--- src/design/ncrc_pkg.sv ---
package ncrc_pkg;

  localparam logic [15:0] SeedA = 16'h6363;
  localparam logic [15:0] SeedB = 16'hFFFF;

  localparam int unsigned QueueDepth = 4;
  localparam int unsigned QueuePtrW  = $clog2(QueueDepth);

  typedef enum logic [1:0] {
    KIND_ECHO,
    KIND_ECHO_CRC,
    KIND_VERDICT
  } kind_e;

  typedef enum logic [1:0] {
    PH_DATA,
    PH_CRC_LO,
    PH_CRC_HI
  } phase_e;

  typedef enum logic {
    OP_APPEND = 1'b0,
    OP_CHECK  = 1'b1
  } opcode_e;

  typedef enum logic {
    MODE_CRC_A = 1'b0,
    MODE_CRC_B = 1'b1
  } mode_e;

  typedef struct packed {
    kind_e       kind;
    logic [7:0]  data;
    logic [15:0] crc;
    logic        ok;
  } entry_t;

  // reflected 0x8408 update, one byte
  function automatic logic [15:0] crc_byte(logic [15:0] crc, logic [7:0] byte_in);
    logic [7:0] b;
    b = byte_in ^ crc[7:0];
    b = b ^ {b[3:0], 4'b0000};
    return {8'h00, crc[15:8]} ^ {b, 8'h00} ^ {5'b00000, b, 3'b000}
           ^ {12'h000, b[7:4]};
  endfunction

endpackage

--- src/design/ncrc_front.sv ---
module ncrc_front (
  input  logic            clk_i,
  input  logic            rst_ni,
  input  logic            cfg_valid_i,
  input  logic [0:0]      cfg_data_i,
  input  logic            in_valid_i,
  input  logic            space_i,
  input  logic            opcode_i,
  input  logic [7:0]      data_byte_i,
  input  logic            frame_end_i,
  output logic            in_ready_o,
  output logic            push_o,
  output ncrc_pkg::entry_t push_entry_o
);
  import ncrc_pkg::*;

  logic        crc_mode_q;
  logic [15:0] crc_q, crc_d;
  logic        in_frame_q;
  logic [15:0] tail_q, tail_d;
  logic [1:0]  seen_q, seen_d;

  logic        accept;
  logic        check;
  logic [15:0] crc_base, tail_base, final_crc;
  logic [1:0]  seen_base;

  assign in_ready_o = space_i;
  assign accept     = in_valid_i && space_i;
  assign check      = (opcode_i == OP_CHECK);

  always_comb begin
    if (!in_frame_q) begin
      crc_base  = (crc_mode_q == MODE_CRC_B) ? SeedB : SeedA;
      tail_base = 16'h0000;
      seen_base = 2'd0;
    end else begin
      crc_base  = crc_q;
      tail_base = tail_q;
      seen_base = seen_q;
    end
    // check bytes enter the crc only when they leave the two-byte delay line
    if (check) begin
      crc_d = (seen_base == 2'd2) ? crc_byte(crc_base, tail_base[7:0]) : crc_base;
    end else begin
      crc_d = crc_byte(crc_base, data_byte_i);
    end
    tail_d    = {data_byte_i, tail_base[15:8]};
    seen_d    = (seen_base == 2'd2) ? 2'd2 : seen_base + 2'd1;
    final_crc = (crc_mode_q == MODE_CRC_B) ? ~crc_d : crc_d;
  end

  always_comb begin
    push_o            = accept && (!check || frame_end_i);
    push_entry_o.data = data_byte_i;
    push_entry_o.crc  = final_crc;
    push_entry_o.ok   = (seen_d == 2'd2) && (tail_d == final_crc);
    if (check) begin
      push_entry_o.kind = KIND_VERDICT;
    end else if (frame_end_i) begin
      push_entry_o.kind = KIND_ECHO_CRC;
    end else begin
      push_entry_o.kind = KIND_ECHO;
    end
  end

  always_ff @(posedge clk_i or negedge rst_ni) begin
    if (!rst_ni) begin
      crc_mode_q <= MODE_CRC_A;
      crc_q      <= SeedA;
      in_frame_q <= 1'b0;
      tail_q     <= 16'h0000;
      seen_q     <= 2'd0;
    end else begin
      if (cfg_valid_i) begin
        crc_mode_q <= cfg_data_i[0];
      end
      if (accept) begin
        crc_q      <= crc_d;
        tail_q     <= tail_d;
        seen_q     <= seen_d;
        in_frame_q <= !frame_end_i;
      end
    end
  end

endmodule

--- src/design/ncrc_queue.sv ---
module ncrc_queue (
  input  logic             clk_i,
  input  logic             rst_ni,
  input  logic             push_i,
  input  ncrc_pkg::entry_t push_entry_i,
  output logic             space_o,
  input  logic             pop_i,
  output logic             head_valid_o,
  output ncrc_pkg::entry_t head_o
);
  import ncrc_pkg::*;

  entry_t              mem_q [QueueDepth];
  logic [QueuePtrW-1:0] wr_ptr_q, rd_ptr_q;
  logic [QueuePtrW:0]   count_q;

  logic do_push, do_pop;

  assign space_o      = (count_q != (QueuePtrW + 1)'(QueueDepth));
  assign head_valid_o = (count_q != '0);
  assign head_o       = mem_q[rd_ptr_q];
  assign do_push      = push_i && space_o;
  assign do_pop       = pop_i && head_valid_o;

  always_ff @(posedge clk_i) begin
    if (do_push) begin
      mem_q[wr_ptr_q] <= push_entry_i;
    end
  end

  always_ff @(posedge clk_i or negedge rst_ni) begin
    if (!rst_ni) begin
      wr_ptr_q <= '0;
      rd_ptr_q <= '0;
      count_q  <= '0;
    end else begin
      if (do_push) begin
        wr_ptr_q <= wr_ptr_q + QueuePtrW'(1);
      end
      if (do_pop) begin
        rd_ptr_q <= rd_ptr_q + QueuePtrW'(1);
      end
      if (do_push && !do_pop) begin
        count_q <= count_q + (QueuePtrW + 1)'(1);
      end else if (do_pop && !do_push) begin
        count_q <= count_q - (QueuePtrW + 1)'(1);
      end
    end
  end

endmodule

--- src/design/ncrc_back.sv ---
module ncrc_back (
  input  logic             clk_i,
  input  logic             rst_ni,
  input  logic             head_valid_i,
  input  ncrc_pkg::entry_t head_i,
  output logic             pop_o,
  output logic             out_valid_o,
  input  logic             out_ready_i,
  output logic [7:0]       out_byte_o,
  output logic             is_check_result_o,
  output logic             crc_ok_o,
  output logic             out_last_o
);
  import ncrc_pkg::*;

  phase_e     phase_q, phase_d;
  logic       out_valid_q, out_valid_d;
  logic [7:0] byte_q, byte_d;
  logic       chk_q, chk_d;
  logic       ok_q, ok_d;
  logic       last_q, last_d;

  logic load, emit, done;

  assign load = !out_valid_q || out_ready_i;
  assign emit = head_valid_i && load;

  // beat contents for the current entry and phase
  always_comb begin
    byte_d = head_i.data;
    chk_d  = 1'b0;
    ok_d   = 1'b0;
    last_d = 1'b0;
    done   = 1'b1;
    case (head_i.kind)
      KIND_VERDICT: begin
        byte_d = 8'h00;
        chk_d  = 1'b1;
        ok_d   = head_i.ok;
        last_d = 1'b1;
      end
      KIND_ECHO_CRC: begin
        case (phase_q)
          PH_DATA: begin
            done = 1'b0;
          end
          PH_CRC_LO: begin
            byte_d = head_i.crc[7:0];
            done   = 1'b0;
          end
          PH_CRC_HI: begin
            byte_d = head_i.crc[15:8];
            last_d = 1'b1;
          end
          default: begin
            done = 1'b0;
          end
        endcase
      end
      default: begin
      end
    endcase
  end

  always_comb begin
    phase_d = phase_q;
    if (emit) begin
      if (done) begin
        phase_d = PH_DATA;
      end else begin
        case (phase_q)
          PH_DATA:   phase_d = PH_CRC_LO;
          PH_CRC_LO: phase_d = PH_CRC_HI;
          default:   phase_d = PH_DATA;
        endcase
      end
    end
  end

  assign pop_o       = emit && done;
  assign out_valid_d = load ? emit : out_valid_q;

  always_ff @(posedge clk_i or negedge rst_ni) begin
    if (!rst_ni) begin
      phase_q     <= PH_DATA;
      out_valid_q <= 1'b0;
    end else begin
      phase_q     <= phase_d;
      out_valid_q <= out_valid_d;
    end
  end

  always_ff @(posedge clk_i) begin
    if (emit) begin
      byte_q <= byte_d;
      chk_q  <= chk_d;
      ok_q   <= ok_d;
      last_q <= last_d;
    end
  end

  assign out_valid_o       = out_valid_q;
  assign out_byte_o        = byte_q;
  assign is_check_result_o = chk_q;
  assign crc_ok_o          = ok_q;
  assign out_last_o        = last_q;

endmodule

--- src/design/nfc_crc16_append_check_core.sv ---
// CRC-16 append/check engine for ISO 14443 frames (CRC_A / CRC_B).
// Input channel: one frame byte per beat (opcode_i, data_byte_i,
// frame_end_i). Append frames echo every byte and add the CRC low then
// high byte after the last one; check frames give one verdict beat at
// the end, comparing the last two bytes against the CRC of the rest.
// Output channel: out_byte_o, is_check_result_o, crc_ok_o, out_last_o.
// Config channel: cfg_data_i[0] picks seed 0x6363 (0) or 0xFFFF with
// inverted result (1); always ready, write it between frames.
// A result passes through the queue and then the output register before
// it reaches the output. Throughput: one byte per cycle in while the
// queue has space; the output runs at one beat per cycle while
// out_ready_i is high, so the end of an append frame costs three beats.
// A four-entry queue between the CRC front end and the output sequencer
// absorbs those bursts; in_ready_o drops only when the queue is full.
// When the receiver stalls the output register holds its beat, the queue
// fills and input is then back-pressured. Reset clears the queue, the
// output register, the open-frame state and selects CRC_A.
module nfc_crc16_append_check_core (
  input  logic       clk_i,
  input  logic       rst_ni,
  input  logic       cfg_valid_i,
  output logic       cfg_ready_o,
  input  logic [0:0] cfg_data_i,
  input  logic       in_valid_i,
  output logic       in_ready_o,
  input  logic       opcode_i,
  input  logic [7:0] data_byte_i,
  input  logic       frame_end_i,
  output logic       out_valid_o,
  input  logic       out_ready_i,
  output logic [7:0] out_byte_o,
  output logic       is_check_result_o,
  output logic       crc_ok_o,
  output logic       out_last_o
);
  import ncrc_pkg::*;

  logic   space, push, pop, head_valid;
  entry_t push_entry, head;

  assign cfg_ready_o = 1'b1;

  ncrc_front u_front (
    .clk_i        (clk_i),
    .rst_ni       (rst_ni),
    .cfg_valid_i  (cfg_valid_i),
    .cfg_data_i   (cfg_data_i),
    .in_valid_i   (in_valid_i),
    .space_i      (space),
    .opcode_i     (opcode_i),
    .data_byte_i  (data_byte_i),
    .frame_end_i  (frame_end_i),
    .in_ready_o   (in_ready_o),
    .push_o       (push),
    .push_entry_o (push_entry)
  );

  ncrc_queue u_queue (
    .clk_i        (clk_i),
    .rst_ni       (rst_ni),
    .push_i       (push),
    .push_entry_i (push_entry),
    .space_o      (space),
    .pop_i        (pop),
    .head_valid_o (head_valid),
    .head_o       (head)
  );

  ncrc_back u_back (
    .clk_i             (clk_i),
    .rst_ni            (rst_ni),
    .head_valid_i      (head_valid),
    .head_i            (head),
    .pop_o             (pop),
    .out_valid_o       (out_valid_o),
    .out_ready_i       (out_ready_i),
    .out_byte_o        (out_byte_o),
    .is_check_result_o (is_check_result_o),
    .crc_ok_o          (crc_ok_o),
    .out_last_o        (out_last_o)
  );

endmodule
--- config.mk ---
export PLATFORM = sky130hd
export DESIGN_NAME = nfc_crc16_append_check_core
export DESIGN_NICKNAME = d
export VERILOG_FILES = /design/src/design/ncrc_pkg.sv /design/src/design/ncrc_front.sv /design/src/design/ncrc_queue.sv /design/src/design/ncrc_back.sv /design/src/design/nfc_crc16_append_check_core.sv
export SDC_FILE = /design/constraint.sdc
export NUM_CORES = 1
export LEC_CHECK = 0
export BUFFER_PORTS_ARGS = -buffer_cell sky130_fd_sc_hd__buf_2
export CORE_MARGIN = 2
export CORE_UTILIZATION = 35
export DETAILED_ROUTE_END_ITERATION = 10
export PLACE_DENSITY = 0.61
export SLEW_MARGIN = 20
export SYNTH_ARGS = -nofsm -noshare
export SYNTH_HDL_FRONTEND = slang
export SYNTH_SLANG_ARGS = --single-unit
--- constraint.sdc ---
create_clock -name clk_i -period 10.6 [get_ports clk_i]
set_clock_uncertainty 0.2 [all_clocks]
set_input_delay 0.53 -clock clk_i [delete_from_list [all_inputs] [get_ports clk_i]]
set_output_delay 0.53 -clock clk_i [all_outputs]
set_load 0.02 [all_outputs]
**Word-level counts from Yosys, hierarchy flattened**

Memories as Yosys holds them, arrays and structs flattened.
Index checks and enable logic that the tools add are counted.

- Add/subtract/negate cells: 5
- Eq/ne operators: 8
- Multiplexer cells: 22
- Bitwise operators: 11
- Reductions and logical operators: 19

Operators by type and width:

| operator | count |
|---|---|
| 16-bit two-way mux | 6 |
| 8-bit one-hot mux with 2 select lines | 2 |
| 16-bit by 11-bit XOR with 16-bit output | 2 |
| 16-bit by 4-bit XOR with 16-bit output | 2 |
| 8-bit by 16-bit XOR with 16-bit output | 2 |
| 8-bit XOR | 4 |
| 16-bit equality test | 1 |
| 16-bit inverter | 1 |
| 1-bit logical AND | 9 |
| 2-bit equality test (second input constant) | 4 |
| 2-bit two-way mux | 4 |
| 2-bit by 1-bit adder with 2-bit output (second input constant) | 3 |
| 1-bit two-way mux | 6 |
| 3-bit two-way mux | 2 |
| 1-bit zero test | 5 |
| 2-bit by 1-bit equality test with 1-bit output (second input constant) | 2 |
| 2-bit one-hot mux with 2 select lines | 1 |
| 3-bit by 1-bit adder with 3-bit output (second input constant) | 1 |
| 3-bit inequality test (second input constant) | 1 |
| 3-bit nonzero test | 1 |
| 3-bit by 1-bit subtractor with 3-bit output (second input constant) | 1 |
| 2-bit zero test | 1 |
| 1-bit logical OR | 2 |
| 1-bit one-hot mux with 2 select lines | 1 |
| 2-bit nonzero test | 1 |

- Bits in registers: 57
- Memory bits (writable): 108
- Bits of input ports: 16
- Memories kept: 1

Memory list:

| memory | depth | width | read ports | clocked after Yosys merged registers in | wr ports | line | RTL |
|---|---|---|---|---|---|---|---|
| u_queue.mem_q | 4 | 27 | 1 | 0 | 1 | ncrc_queue.sv:13 | `entry_t mem_q [QueueDepth];` |

**Longest topological paths before layout**

- Depth in word-level cells: 13
- Gate-level depth with buffers: 19

**Cells and area by module**

A second synthesis with hierarchy kept.

- Cells, all modules: 642
- Area total of the unflattened synthesis: 8529.4 um^2

Modules (own cells, without submodules):

| module | times used | cells each | area an instance (um^2) |
|---|---|---|---|
| ncrc_queue | 1 | 176 | 4315.4 |
| ncrc_front | 1 | 404 | 3450.8 |
| ncrc_back | 1 | 60 | 752.0 |
| nfc_crc16_append_check_core | 1 | 2 | 11.3 |

**Least setup slack after synthesis**

Ideal clock, no wire load.

- Kind: reg2reg
- Start point: register u_front.in_frame_q
- End point: memory u_queue.mem_q[0][0] (netlist bit) (data pin)
- Arrival time: 3.565 ns
- Required time: 10.170 ns
- Slack: 6.605 ns
- Stages on the path, launching flop included: 19
- Path buffers: 6
- Period minus slack after synthesis: 3.995 ns
- Cells stage by stage: dfrtp_1 buf_6 buf_4 buf_2 buf_1 clkbuf_1 nand2_1 inv_1 ha_1 buf_2 inv_1 a21oi_1 nand2_1 o22ai_1 xnor3_1 a31o_2 nor4_1 nand4_1 a2111oi_2

RTL lines:

| item | line | RTL |
|---|---|---|
| start: declaration | ncrc_front.sv:19 | `logic in_frame_q;` |
| start signal: assignment | ncrc_front.sv:82 | `in_frame_q <= !frame_end_i;` |
| end: declaration | ncrc_queue.sv:13 |  |

==> results.md <==
* LEAKAGE at 3.40 nW
* Antenna Cells at 0
* Max Freq at between 200 and 250 MHz
* Max Cap Viol at 0
* Syn Nets at 676
* Layout cell share with drive strength beyond 1 at roughly 21%
* Met3 usage at approximately 2.7%
* Yosys Warn Count at 0
* H-tree Lvls at 4
* Drt drc at 0
* Avg Cell Area, Syn at approximately 13 µm²
* Clock sink total at 165
* RSZ-0062 raised after global routing: false
* Vias in the first global route at 5,018
* Post_cts resized at 0
* Synth cell types at 69
* Post-synth design cell area at 8480 µm²
* Slew Viols, Final at 0
* Worst EP arrival at 4.28 ns
* Global-route met1 utilization at 20.5%
* Initial Util at a little over a third
* Count leader, synth: edfxtp_1
* Root buffer cell: clkbuf_16
* Initial antenna violation count at 0
* Post-synth top area share at 42.2%
* Crit Path Class: reg2reg
* Cts hold-fix bufs at 0
* Die Y at 160 µm
* Fin nets at 686
* Via/cell ratio at 5.08
* TritonCTS Buffers at 17
* CTS tree: done
* Worst r2r src: u_front.in_frame_q
* Largest net degree at the start of global routing at 59
* First-pass GRT wire length at 28,900 µm
* Crit start category: register
* Final worst slack at 6.29 ns
* VDD IR max at 122 µV
* Routed WL at ~18,000 µm
* DRT Pass-1 Iters at 4
* Worst reg-to-reg setup slack at roughly 6.3 ns
* Post-synth top cells: edfxtp_1, xnor2_1, nand2_1, o21ai_0, dfrtp_1
* FF+latch count, synth at 165
* WL per Instance at 18.4 µm
* Outcome: completed
* Clock period minus worst slack at 4.31 ns
* Tot GR Track Use at between 10% and 20%
* Critical Path RT at between 10 and 15 ns
* Grt met2 use at 23.6%
* Slew @ Worst Pin at 0.937 ns
* Die ar. at 25,500 µm²
* CP Launch Point: u_front.in_frame_q
* GRT overflow at 0
* Post-synth EDFFs at 119
* Hold WC Path Type: in2async
* Filler instances at 2,216
* Post-CTS Setup Bufs at 0
* Slew HR at 37.6%
* GP Congestion at about 0.85
* Synth area leader: edfxtp_1
* DP Worst Slack at 6.35 ns
* Largest cells by area after synthesis: edfxtp_1, dfrtp_1, mux4_2
* Layout area overhead at 11.4%
* PortBufs at 28
* Worst-path clk slew at about 0.070 ns
* Via count at 5,019
* Worst Path Max Fanout at 44
* Crit. End Element: register
* Antenna-violating nets left at 0
* Die width at about 160 µm
* Power Dens Cells at 317 nW/µm²
* Ys flop type: edfxtp_1
* DRT iter0 DRCs at 315
* Async SR Flop Fraction at 27.9%
* Core Area at 23,600 µm²
* Clk buf depth at 2
* Final number of setup-violating endpoints at 0
* # rows at 56
* I/O pins at 30
* Final hold viol count at 0
* Busiest layer in global routing: met2
* Setup TNS after final layout at 0 ns
* Syn Inst Count at 646
* Fin crit share at around two fifths
* DP Wirelength at 12,100 µm
* Register area share after synthesis at 55.9%
* Skew-Pair Late Insertion Delay at ~0.43 ns
-- registers in the layout, summed over array words and instances (netlist names) --
register                  cells
u_queue.count_q               3
u_back.out_last_o             1
u_back.out_valid_o            1
u_front.in_frame_q            1
u_queue.rd_ptr_q              2
u_front.crc_q                16
u_front.seen_q                2
u_back.is_check_result_o      1
u_back.phase_q                2
u_front.crc_mode_q            1
u_queue.mem_q               108
u_queue.wr_ptr_q              2
u_back.crc_ok_o               1
u_front.tail_q               16
u_back.out_byte_o             8
-- logic make-up (layout without fill, tap and decap cells) --
group | after synthesis | in the layout | share of synthesized area, %
muxes | 48 | 48 | 9.95
buffers and inverters | 73 | 96 | 3.88
other | 1 | 1 | 0.0442
AOI/OAI and AO/OA | 122 | 122 | 9.54
xor gates and xnor gates | 100 | 100 | 11.9
DFF | 165 | 165 | 55.9
and+or+nand+nor | 123 | 123 | 6.67
adders and majority gates | 14 | 14 | 2.16
-- critical path, cell delays in order, from the launching register on --
cell,delay (ns)
dfrtp_1,0.32
buf_4,0.43
nand2_1,0.14
inv_1,0.09
ha_1,0.55
inv_1,0.28
a21oi_1,0.18
nand2_1,0.06
o22ai_1,0.36
xnor3_1,0.38
a31o_2,0.22
nor4_1,0.30
nand4_1,0.15
a2111oi_2,0.37
-- path summary, 6_finish.rpt --
| kind | endpoint | cells past startpoint |
|---|---|---|
| worst min register to register | u_queue.count_q[2] | 1 |
| max in group asynchronous | u_queue.rd_ptr_q[0] | 2 |
| worst max register to register | u_queue.mem_q[2][0] | 13 |
| min in group clk_i | u_back.out_valid_o | 2 |
| worst max-delay path | u_queue.mem_q[2][0] | 13 |
| worst min-delay path | u_front.tail_q[2] | 2 |
-- per-layer routing --
metal	vias up	wire length, µm
met3	23	705
met1	2505	8640
met5	-	0
li1	2374	-
met4	0	235
met2	117	8570
-- cell usage in the layout, fill, tap and decap left out, types with 4 or more instances in the layout --
cell type / count
xnor3_1: 7
a22oi_1: 8
nor2_1: 30
dfstp_2: 8
mux2_2: 16
mux2i_1: 4
or3_1: 4
xnor2_1: 62
mux4_2: 27
inv_8: 6
buf_2: 28
nand2_1: 51
o21ai_0: 39
buf_4: 8
o22ai_1: 11
a21oi_1: 23
inv_1: 28
and2_1: 4
a22o_1: 8
nand3_1: 9
clkbuf_16: 17
edfxtp_1: 119
dfrtp_1: 37
xor2_1: 26
ha_1: 13
-- per-stage QoR --
stage	hold slack, ns	std cells	instance area, µm²	utilization [%]	power, mW
final	0.00486	988	9440	40.0	2.99
after global routing	0.0494	988	9440	40.0	3.17
after CTS	0.0118	988	9440	40.0	3.01
after detailed placement	0.294	956	8860	37.5	2.40
after global placement	0.290	956	8860	37.5	2.39
after floorplan	0.0344	646	8480	-	2.10
-- where the power goes --
part / total, mW / switching, mW / leakage, nW / internal (mW)
sequential: 1.10 / 0.145 / 1.64 / 0.953
clock: 0.603 / 0.288 / 0.283 / 0.315
combinational: 1.29 / 0.713 / 1.48 / 0.576
-- cell type report --
type / count / area (µm²) / share of cell area [%]
multi-input combinational: 408 / 3420 / 36.2
tap: 319 / 399 / 4.23
timing repair buffer: 36 / 200 / 2.12
sequential: 165 / 4740 / 50.2
clock inverter: 15 / 155 / 1.64
clock buffer: 17 / 425 / 4.51
inverter: 28 / 105 / 1.11
(Power assumes the default switching activity.)
